[src/rtl/data_frame_deframer_checker_assert.svh]
// assertion macros shared by the deframer checker rtl
`ifndef DATA_FRAME_DEFRAMER_CHECKER_ASSERT_SVH
`define DATA_FRAME_DEFRAMER_CHECKER_ASSERT_SVH

// same-cycle implication, checked out of reset
`define DFDC_ASSERT_NOW(label, clk, rst_n, ante, cons, msg) \
    label: assert property (@(posedge clk) disable iff (!(rst_n)) (ante) |-> (cons)) \
        else $error(msg);

// next-cycle implication, checked out of reset
`define DFDC_ASSERT_NEXT(label, clk, rst_n, ante, cons, msg) \
    label: assert property (@(posedge clk) disable iff (!(rst_n)) (ante) |=> (cons)) \
        else $error(msg);

`endif

[src/rtl/dfdc_pkg.sv]
// package with types and constants of the deframer checker
package dfdc_pkg;

    localparam logic [7:0] FLAG_BYTE    = 8'h7E;
    localparam logic [7:0] ESC_BYTE     = 8'h7D;
    localparam logic [7:0] ESC_MASK     = 8'h20;
    localparam logic [6:0] ACK_LOW      = 7'h05;
    localparam logic [6:0] NACK_LOW     = 7'h01;
    localparam logic [7:0] ADDRESS_RESET = 8'h03;

    // apb map: one 32-bit register per word
    localparam int unsigned APB_AW = 3;
    localparam logic        REG_IDX_ADDRESS_BYTE = 1'b0;

    typedef enum logic [2:0] {
        PH_HUNT = 3'd0,
        PH_ADDR = 3'd1,
        PH_CTRL = 3'd2,
        PH_HCHK = 3'd3,
        PH_DATA = 3'd4
    } t_phase;

    typedef enum logic [1:0] {
        KIND_PAYLOAD = 2'd0,
        KIND_ACCEPT  = 2'd1,
        KIND_REJECT  = 2'd2,
        KIND_REPEAT  = 2'd3
    } t_kind;

    // result control from the frame engine to the output stage
    typedef struct packed {
        logic  valid;
        t_kind kind;
    } t_res_ctl;

endpackage

[src/rtl/dfdc_frame_fsm.sv]
// frame engine: header hunt, destuffing, xor check and result decode
module dfdc_frame_fsm
    import dfdc_pkg::*;
#(
    parameter int unsigned MAX_PAYLOAD = 1024,
    parameter int unsigned LW          = 11
) (
    input  logic          i_clk,
    input  logic          i_rst_n,
    input  logic          i_step,
    input  logic [7:0]    i_byte,
    input  logic [7:0]    i_address_byte,
    output t_res_ctl      o_res,
    output logic [7:0]    o_payload_byte,
    output logic [LW-1:0] o_frame_length,
    output logic [7:0]    o_reply_control
);

    t_phase        r_phase,   n_phase;
    logic          r_seq,     n_seq;
    logic          r_esc,     n_esc;
    logic [7:0]    r_xor,     n_xor;
    logic [7:0]    r_held,    n_held;
    logic          r_have,    n_have;
    logic [LW-1:0] r_count,   n_count;

    logic          is_flag;
    logic          is_esc;
    logic [7:0]    data_b;
    logic [7:0]    ctl_b;
    logic [7:0]    other_b;
    logic          at_max;
    logic          frame_good;

    assign is_flag    = !r_esc && (i_byte == FLAG_BYTE);
    assign is_esc     = !r_esc && (i_byte == ESC_BYTE);
    assign data_b     = r_esc ? (i_byte ^ ESC_MASK) : i_byte;
    assign ctl_b      = {r_seq, 7'd0};
    assign other_b    = {~r_seq, 7'd0};
    assign at_max     = (r_count == LW'(MAX_PAYLOAD));
    assign frame_good = r_have && (r_xor == 8'd0);

    // next state
    always_comb begin
        n_phase = r_phase;
        n_seq   = r_seq;
        n_esc   = r_esc;
        n_xor   = r_xor;
        n_held  = r_held;
        n_have  = r_have;
        n_count = r_count;
        unique case (r_phase)
            PH_HUNT: begin
                if (i_byte == FLAG_BYTE) begin
                    n_phase = PH_ADDR;
                end
            end
            PH_ADDR: begin
                if (i_byte == FLAG_BYTE) begin
                    n_phase = PH_ADDR;
                end else if (i_byte == i_address_byte) begin
                    n_phase = PH_CTRL;
                end else begin
                    n_phase = PH_HUNT;
                end
            end
            PH_CTRL: begin
                if (i_byte == FLAG_BYTE) begin
                    n_phase = PH_ADDR;
                end else if (i_byte == ctl_b) begin
                    n_phase = PH_HCHK;
                end else begin
                    n_phase = PH_HUNT;
                end
            end
            PH_HCHK: begin
                if (i_byte == FLAG_BYTE) begin
                    n_phase = PH_ADDR;
                end else if (i_byte == (i_address_byte ^ ctl_b)) begin
                    n_phase = PH_DATA;
                    n_esc   = 1'b0;
                    n_xor   = 8'd0;
                    n_held  = 8'd0;
                    n_have  = 1'b0;
                    n_count = '0;
                end else begin
                    n_phase = PH_HUNT;
                end
            end
            PH_DATA: begin
                priority if (is_flag) begin
                    n_phase = PH_HUNT;
                    if (frame_good) begin
                        n_seq = ~r_seq;
                    end
                end else if (is_esc) begin
                    n_esc = 1'b1;
                end else begin
                    n_esc = 1'b0;
                    if (r_have && at_max) begin
                        n_phase = PH_HUNT;
                    end else begin
                        n_held = data_b;
                        n_have = 1'b1;
                        n_xor  = r_xor ^ data_b;
                        if (r_have) begin
                            n_count = r_count + LW'(1);
                        end
                    end
                end
            end
            default: begin
                n_phase = PH_HUNT;
            end
        endcase
    end

    // result decode
    always_comb begin
        o_res.valid     = 1'b0;
        o_res.kind      = KIND_PAYLOAD;
        o_payload_byte  = 8'd0;
        o_frame_length  = '0;
        o_reply_control = 8'd0;
        unique case (r_phase)
            PH_CTRL: begin
                if (i_byte != FLAG_BYTE && i_byte != ctl_b && i_byte == other_b) begin
                    o_res.valid     = 1'b1;
                    o_res.kind      = KIND_REPEAT;
                    o_reply_control = {r_seq, ACK_LOW};
                end
            end
            PH_DATA: begin
                priority if (is_flag) begin
                    o_res.valid = 1'b1;
                    if (frame_good) begin
                        o_res.kind      = KIND_ACCEPT;
                        o_frame_length  = r_count;
                        o_reply_control = {~r_seq, ACK_LOW};
                    end else begin
                        o_res.kind      = KIND_REJECT;
                        o_reply_control = {~r_seq, NACK_LOW};
                    end
                end else if (is_esc) begin
                    o_res.valid = 1'b0;
                end else if (r_have) begin
                    o_res.valid = 1'b1;
                    if (at_max) begin
                        o_res.kind      = KIND_REJECT;
                        o_reply_control = {~r_seq, NACK_LOW};
                    end else begin
                        o_res.kind     = KIND_PAYLOAD;
                        o_payload_byte = r_held;
                    end
                end else begin
                    o_res.valid = 1'b0;
                end
            end
            default: begin
                o_res.valid = 1'b0;
            end
        endcase
    end

    always_ff @(posedge i_clk) begin
        if (!i_rst_n) begin
            r_phase <= PH_HUNT;
            r_seq   <= 1'b0;
            r_esc   <= 1'b0;
            r_xor   <= 8'd0;
            r_held  <= 8'd0;
            r_have  <= 1'b0;
            r_count <= '0;
        end else if (i_step) begin
            r_phase <= n_phase;
            r_seq   <= n_seq;
            r_esc   <= n_esc;
            r_xor   <= n_xor;
            r_held  <= n_held;
            r_have  <= n_have;
            r_count <= n_count;
        end
    end

    `include "data_frame_deframer_checker_assert.svh"

    `DFDC_ASSERT_NOW(a_count_bounded, i_clk, i_rst_n, 1'b1, r_count <= LW'(MAX_PAYLOAD), "payload count beyond maximum")
    `DFDC_ASSERT_NEXT(a_accept_toggles_seq, i_clk, i_rst_n, i_step && o_res.valid && o_res.kind == KIND_ACCEPT, r_seq != $past(r_seq), "accepted frame did not toggle sequence bit")
    `DFDC_ASSERT_NEXT(a_seq_only_on_accept, i_clk, i_rst_n, !(i_step && o_res.valid && o_res.kind == KIND_ACCEPT), r_seq == $past(r_seq), "sequence bit changed without an accepted frame")
    `DFDC_ASSERT_NOW(a_frame_result_from_data, i_clk, i_rst_n, o_res.valid && (o_res.kind == KIND_ACCEPT || o_res.kind == KIND_PAYLOAD), r_phase == PH_DATA, "payload or accept outside the data phase")

endmodule

[config.mk]
export PLATFORM = sky130hd
export DESIGN_NAME = dfdc_frame_fsm
export DESIGN_NICKNAME = d
export VERILOG_FILES = /design/src/rtl/dfdc_pkg.sv /design/src/rtl/dfdc_frame_fsm.sv
export VERILOG_INCLUDE_DIRS = /design/src /design/src/rtl
export SDC_FILE = /design/constraint.sdc
export NUM_CORES = 1
export LEC_CHECK = 0
export BUFFER_PORTS_ARGS = -buffer_cell sky130_fd_sc_hd__buf_2
export CORE_MARGIN = 1
export CORE_UTILIZATION = 25
export CTS_CLUSTER_SIZE = 8
export DETAILED_ROUTE_END_ITERATION = 12
export PLACE_DENSITY_LB_ADDON = 0.12
export SETUP_SLACK_MARGIN = 0.3
export SLEW_MARGIN = 20
export SYNTH_ARGS = -nofsm -noshare
export SYNTH_HDL_FRONTEND = slang
export SYNTH_SLANG_ARGS = --single-unit
export TNS_END_PERCENT = 100
[constraint.sdc]
create_clock -name i_clk -period 1.9 [get_ports i_clk]
set_input_delay 0.095 -clock i_clk [delete_from_list [all_inputs] [get_ports i_clk]]
set_output_delay 0.095 -clock i_clk [all_outputs]
set_load 0.02 [all_outputs]
==> results.txt, run 1 <==
- Synthesis inferred 33 register bits.
- Routed Antenna Nets: 0
* Worst min-delay path category: in2reg
- Setup violations remaining at the end of the flow were counted as 14.
* Unique masters post-synth: 62
- Area of placed instances: 0.00296 mm2
- Dividing the final minimum period by the clock period gives 104%.
* Largest fanout of any net on the critical path: 5
- Derived from the worst setup path, the maximum achievable clock frequency is 0.504 GHz.
- Post-layout instance area: 0.00399 mm2
- Summed over all layers, the routed wires come to 8040 um.
- Timing analysis after detailed placement gives a worst setup slack of -0.0494 ns.
- Origin of the worst setup path: r_xor[0]
- Logic pwr share: 9.2%
- Unrepaired setup endpoints after global routing: yes
* Antenna fix cells: 0
- In the final routed layout, each cell accounts on average for between 15 and 20 um.
* Via count: 2518
* Syn Std Cell Area: 0.00224 mm2
- Most frequently used flop master after synthesis: dfxtp_1
* Final hold vios: 0
- Net count reported at finish: 418
- In this run, the number of DRC markers left after iteration 0 of detailed routing was 121.
* Warnings, synthesis: 0
- Clock skew on the completed layout was measured at 0.0110 ns.
- TritonCTS built the clock tree.
- Detailed placement finished with a half-perimeter wire length of 5530 um.
* Post-route non-filler standard cell count: around 510
- Std-Cell Rows: 34
- Starting density of the core: 25.8%
- The multi-input combinational cells in the finished layout cover a total of 0.00193 mm2.
* Switching Fraction: between 20% and 30%
* Largest net degree at the start of global routing: 29
- Cell depth of the worst hold path: 3
- The cell count after synthesis came out at 279.
* Die area: 0.00934 mm2
- Average cell area after synthesis: about 8.0 um2
- In the routed design, unresolved DRC markers number 0.
- The worst setup path is launched from a flop.
* Violations in the final reports: negative setup slack
- Summed over its instances, the top area cell type makes up 29.5% of the synthesized netlist area.
- Ports: 49
- GPL Wtd Cong: 0.811
* Hold path startpoint: i_byte[6]
- The critical path is of the reg2out type.
- The die is 96.6 um tall.
* Arrival time worst endpoint: 1.89 ns
* Initial antenna violation count: 0
- The number of pins exceeding their max-slew limit in the final report was 0.
- After clock tree synthesis, the clock-pin slew on the worst setup and hold paths is 0.07 ns.
- Result of the run: finished with violations
- Counting along the longest clock path gives a buffer depth of 2.
* Number of cells on the worst reg-to-reg path: 8
* P_int: 1.12 mW
- Power spent charging and discharging nets: between 0.3 and 0.4 mW
* Die width: between 90 and 100 um
- Counting the buffers created by CTS gives 5.
- The clock drives 33 sinks.
* Part of the total power dissipated in the clock network: 44.9%
- Min cycle time layout: just under 2 ns
- Fill cells: 867
- Counting flops with a built-in enable in the synthesized netlist gives 0.
- Layout overhead on the synthesized area: 78.0%
- The post-route netlist has approximately three fifths of its cells at a drive strength greater than 1.
* Via count normalized by instance count: 4.98
- Leakage power total: 1.67 nW
- CTS root buf: clkbuf_8
- In the post-route analysis, the smallest setup slack over all paths is -0.0825 ns.
* Largest cells by area after synthesis: dfxtp_1 (30%), nand2_1 (6.0%), and2_1 (5.3%)
* Worst reg2reg startpoint: r_xor[0]
- In this run the standard cell core region covers 0.00868 mm2.
* Storage cell area: 681 um2
- Met3 routed wirelength: just over 200 um
- Share of synthesized flip-flops with an asynchronous set or reset: 0%
- IR analysis of the VDD net gives a maximum drop of 0.000204 V.
* Power per unit of standard cell area: 376 mW/mm2
- The worst setup path is captured at an output port.
- Of all cell types, the one taking the most synthesized area is dfxtp_1.
* Overflow left after global routing: 0
- Fraction of the yosys area taken by sequential cells: 29.5%
- Global-route usage over all layers: roughly 17%
* Maximum Capacitance Violations: 0
- Global-route wire length before repair: 12500 um
- Hold-fix buffers at CTS: 0
- The via count of the first global-routing pass was 2432.
- First-pass iteration count of the detailed router: 4
* Port Buf Inserts: 43
* Count of placed standard cells including taps: ~460
- In the detailed route, the total length drawn on met2 is ~4100 um.
* Routed metal-1 wirelength: 3630 um
* Sequential cell fraction of total power: 45.8%
- Data required time at the worst endpoint: 1.80 ns
- Clock insertion delay at the later pin of the skew report: around 0.30 ns
* Top layer used by detailed routing: met4
* Htree depth: 2
critical path: stages (launching register included):
cell,delay [ns]
dfxtp_2,0.36
nor4_4,0.28
nand4b_1,0.24
nor3_4,0.32
buf_6,0.16
and2_4,0.13
buf_6,0.10
final timing paths:
kind	end	slack, ns
worst max register to register	r_seq	0.03
worst min-delay path	r_held[6]	0.11
worst min register to register	r_xor[3]	0.47
worst max-delay path	o_frame_length[10]	-0.08
power groups by stage:
stage	clock, mW	sequential, mW	combinational [mW]
after floorplan	0	0.706	0.0696
after global placement	0	0.706	0.129
after detailed placement	0	0.706	0.129
after CTS	0.691	0.688	0.136
after global routing	0.715	0.688	0.147
final	0.674	0.688	0.138
sequential cells by signal, summed over array words and instances (netlist names):
name,flops
r_count,11
r_seq,1
r_held,8
r_esc,1
r_xor,8
r_have,1
r_phase,3
stage by stage:
stage / util [%] / total power, mW / TNS, ns / hold slack [ns]
finish: 45.9 / 1.50 / -0.835 / 0.110
global route: 45.9 / 1.55 / -3.22 / 0.114
CTS: 43.6 / 1.51 / -0.861 / 0.103
detailed placement: 34.2 / 0.835 / -0.244 / 0.426
global placement: 34.2 / 0.835 / -0.249 / 0.414
floorplan: - / 0.775 / 0 / 0.204
layer usage:
layer	global-route usage, %	up-vias
li1	-	1247
met1	21.1	1219
met2	29.0	39
met3	2.89	13
met4	5.86	0
met5	0	-
cell usage in the layout, fill, tap and decap left out, types with 6 or more instances in the layout:
cell / Yosys / routed
o21a_1: 7 / 7
nor2_1: 10 / 7
buf_6: 2 / 51
buf_2: 5 / 18
xor2_1: 9 / 8
o21ai_2: 0 / 7
dfxtp_2: 0 / 10
nand2_4: 0 / 6
clkbuf_8: 0 / 6
dfxtp_1: 33 / 21
nand4_1: 8 / 8
nand3_1: 12 / 7
nand2_1: 36 / 23
and2_4: 1 / 16
o21ai_1: 1 / 9
buf_4: 6 / 57
nand2_2: 0 / 7
synth_stat cells, drive strengths merged (2+ instances only):
cell and n:
inv 4, ha 2, o31ai 3, a21oi 9, xnor2 3, and2 20
o21ai 22, clkbuf 7, and3 4, or4 3, a21boi 5, and3b 3
a31o 2, nand4 9, a31oi 6, o22ai 6, nand2b 5, nor3 9
a211o 2, dfxtp 33, nor2 10, nand2 36, nor4 6, nor3b 4
nor2b 3, a41oi 2, xor2 9, nand3 13, a21o 2, o21a 7
buf 13, mux2i 2
cell type report:
cell class / instances / area share, %
clock buffer: 8 / 2.79
multi-input combinational: 226 / 48.4
tap: 108 / 3.39
timing repair buffer: 127 / 27.9
inverter: 4 / 0.440
sequential: 33 / 17.1
repair_timing:
item | in CTS | in global routing
setup buffers | 25 | 9
pin swaps | 54 | 26
gates cloned | 0 | 0
endpoints found under the setup margin | 55 | 56
gates resized for setup | 156 | 31
kinds of logic (layout without fill, tap and decap cells):
logic type	count (synthesis)	in the layout	synth area share, %
buffers and inverters	24	139	5.98
multiplexers	2	2	0.894
AND/OR/NAND/NOR	132	132	34.8
other	1	5	0.168
AO/OA/AOI/OAI	73	73	22.9
flip-flops	33	33	29.5
XOR/XNOR	12	12	4.70
adder cells (fa/ha/maj)	2	2	1.12
(Power assumes the default switching activity.)
==> run 2: changes to the inputs <==
Settings changed: ABC_AREA set to 1.
==> results.txt, run 2 <==
- At the end of the flow, the number of nets in the layout was 581.
- Logic pwr share: 47.4%
* Total routed wirelength: a little over 9000 um
* P_int: 2.03 mW
- Setup repair after global routing could not meet its margin everywhere.
- Total power for the finished layout comes to 3.41 mW.
* Worst slew pin tran: 0.712 ns
- The critical path is of the reg2out type.
- Setup skew after layout: roughly 0.0093 ns
- Cell with the biggest individual delay on the critical path: dfxtp_1
* Yosys reg bits: 33
- The worst register-to-register path ends at r_count[8].
- Fraction of the yosys area taken by sequential cells: 23.3%
- Final setup margin: 0.0507 ns
* Category of the worst setup path launch point: flop
* Ports: 49
* Power spent charging and discharging nets: roughly 1.4 mW
- The filler cells instantiated in the layout total 1135.
- The biggest area contributor in the post-synthesis netlist is dfxtp_1.
- Final setup vio count: 0
* Cell seen most often among critical-path stages: buf_4
- Detailed placement finished with a half-perimeter wire length of 6470 um.
- Most numerous cell in the Yosys netlist: nand2_1
- Antenna fix cells: 0
* Layout overhead on the synthesized area: 58.8%
- The H-tree generated during clock tree synthesis spans 2 levels.
* Worst relative slew slack: 52.5%
- FF-to-FF setup slack: roughly 0.24 ns
* Std-Cell Core Area: 0.0109 mm2
- Post-detailed-route DRC marker count: 0
* Std-Cell Rows: 38
- Met2 GRT Util: 28.3%
- Arrival time worst endpoint: between 1.5 and 2 ns
* Critical path cell sequence: inv_2 > nand4_1 > nor3_4 > buf_4 > buf_4 > nand2_1 > and3_4 > buf_6
* Worst reg2reg startpoint: r_phase[1]
- Summed over its instances, the top area cell type makes up 23.3% of the synthesized netlist area.
* Top cell types by occurrence after synthesis: nand2_1 (122), inv_1 (62), nor2_1 (54)
* Total Negative Setup Slacks: 0 ns
- GPL Wtd Cong: about 0.80
- Summed over all layers, the global routing overflow is 0.
- Result of the run: complete, no violations
* Max Buffers Root-to-Sink: 2
- After detailed routing, the average wire length per cell comes to 13.1 um.
- Top reg by flops: r_count
* Largest registers in the final layout: r_count x11, r_held x8, r_xor x8
- Part of the total power dissipated in the clock network: 28.7%
- Number of flip-flops in the largest register: 11
- Maximum Capacitance Violations: 0
* Share of cells above drive strength 1: 48.7%
- Count of pins over their slew limit: 0
* CTS tree: yes
- During placement, the flow inserted port buffers numbering 43.
- Starting density of the core: 25.9%
* Max frequency: 0.541 GHz
- Via count: 3210
- First-pass iteration count of the detailed router: 4
* Largest fanout of any net on the critical path: 2
- Dividing the detail-routed via count by the number of cells gives 4.58.
* Largest cells by area after synthesis: dfxtp_1 (23%), nand2_1 (16%), inv_1 (8.2%)
- At the placement stage, the worst setup path has a slack of 0.0215 ns.
* CTS root buf: clkbuf_16
- Counting I/O delays and the setup requirement, the final critical path takes about 1.8 ns.
* Syn Std Cell Area: 0.00283 mm2
* Chip Height: 108 um
- WHS Endpoint: r_xor[7]
* Hold-fix buffers at CTS: 0
- Die area: 0.0118 mm2
* Worst min-delay path category: in2reg
- The first global-routing pass estimated approximately 15000 um of wire.
- Met1 demand-to-capacity share in global routing: a little over a fifth
- During synthesis, Yosys emitted a total of 0 warnings.
- The number of failing hold endpoints at the final stage was 0.
- Switching Fraction: 40.4%
* Most used routing layer in global routing: met2
* Leakage power total: 1.83 nW
* Routed Antenna Nets: 0
- Routing usage on met3: between 2 and 2.5%
- Share of synthesized flip-flops with an asynchronous set or reset: 0%
- After technology mapping, the gate count stands at around 470.
* Critical Path End Type: output port
* Clock tree sinks: 33
- Commonest non-fill, non-tap cell in the layout: nand2_1
- TritonCTS created 5 clock buffers.
- Peak VDD IR: 0.000378 V
- The via count of the first global-routing pass was approximately 3.1k.
- Entering global routing, the biggest net connects 18 pins.
* Clock insertion delay at the later pin of the skew report: 0.29 ns
* CP peak stage delay: 0.32 ns
* Die width: 108 um
- Counting instances, the worst hold path has a depth of 3.
- Yosys mapped a number of flops with a built-in enable equal to 0.
- The detailed router finished its first iteration with 137 violations.
- Clock-pin slew reported for the worst setup and hold paths after clock tree synthesis: 0.07 ns
- Fin crit share: 97.3%
- Across every metal layer, demand over resource in global routing totals about 16%.
* Data required time at the worst endpoint: 1.80 ns
- In this run the most critical hold path is launched from i_rst_n.
- Leading cell types in the layout, fill and taps excluded: nand2_1 (105), inv_1 (47), buf_4 (38)
- Among all flip-flop cells after synthesis, the most frequent one is dfxtp_1.
- Average cell area after synthesis: 6.00 um2
- Number of cells on the worst reg-to-reg path: 10
- The number of different library cells used by synthesis comes to 31.
- In this run the power density over the cells is 759 mW/mm2.
- The initial antenna violation count was 0.
* Sequential cell fraction of total power: 23.9%
-- run 2: per-layer routing --
| metal | wire length [um] | part of all wire (%) |
|---|---|---|
| met3 | 237 | 2.6 |
| met5 | 0 | 0 |
| met2 | 4440 | 48 |
| met1 | 4320 | 47 |
| met4 | 167 | 1.8 |
-- run 2: layout make-up --
type                            count  area (um2)  area share (%)
Clock buffer                        5         125            2.78
Inverter                           76         304            6.77
Clock inverter                      3        46.3            1.03
Sequential cell                    33         684            15.2
Tap cell                          140         175            3.90
Timing Repair Buffer               98         887            19.7
Multi-Input combinational cell    346        2270            50.5
-- run 2: power by group through the flow --
| stage | combinational, mW | sequential [mW] | clock (mW) |
|---|---|---|---|
| after detailed placement | 1.06 | 0.815 | 0 |
| final | 1.62 | 0.815 | 0.977 |
| after floorplan | 0.829 | 0.803 | 0 |
| after CTS | 1.35 | 0.817 | 1.00 |
| after global placement | 1.06 | 0.816 | 0 |
| after global routing | 1.78 | 0.822 | 1.03 |
-- run 2: worst max-delay path by stage --
stage	startpoint	endpoint	slack, ns	depth (start not counted)
2_1_floorplan	r_phase[1]	o_payload_byte[0]	0.20	6
3_3_place_gp	r_count[0]	o_res[1]	0.03	12
3_5_place_dp	r_count[0]	r_held[0]	0.02	13
4_1_cts	r_count[0]	o_res[1]	0.03	12
5_1_grt	r_xor[0]	o_res[1]	0.003	8
6_report	r_xor[3]	o_res[1]	0.05	8
-- run 2: through the flow --
stage	util (%)	instances	hold slack, ns	instance area (um2)
detailed placement	29.4	655	0.454	3210
floorplan	-	476	0.256	2860
global route	41.1	701	0.151	4490
finish	41.1	701	0.135	4490
CTS	36.7	690	0.141	4020
global placement	29.4	655	0.455	3210
-- run 2: worst max-delay path, delay by kind of cell, from the launching register on --
family	cells	cell delay, ns
simple gates	4	0.71
flops	1	0.32
buf+inv	4	0.43
-- run 2: cell families (layout without fill, tap and decap cells) --
| kind of cell | count (synthesis) | in the layout | synth area share, % |
|---|---|---|---|
| xor+xnor | 8 | 8 | 2.48 |
| buf+inv | 101 | 182 | 16.8 |
| fa+ha+maj | 2 | 2 | 0.884 |
| compound gates | 19 | 19 | 3.63 |
| flops | 33 | 33 | 23.3 |
| simple gates | 308 | 312 | 52.7 |
| other cells | 1 | 5 | 0.132 |
-- run 2: what timing repair did --
item	4_1_cts	5_1_grt
pin swaps	20	42
setup endpoints to repair	57	58
setup buffers	23	10
gates cloned	4	1
resized for setup	124	100
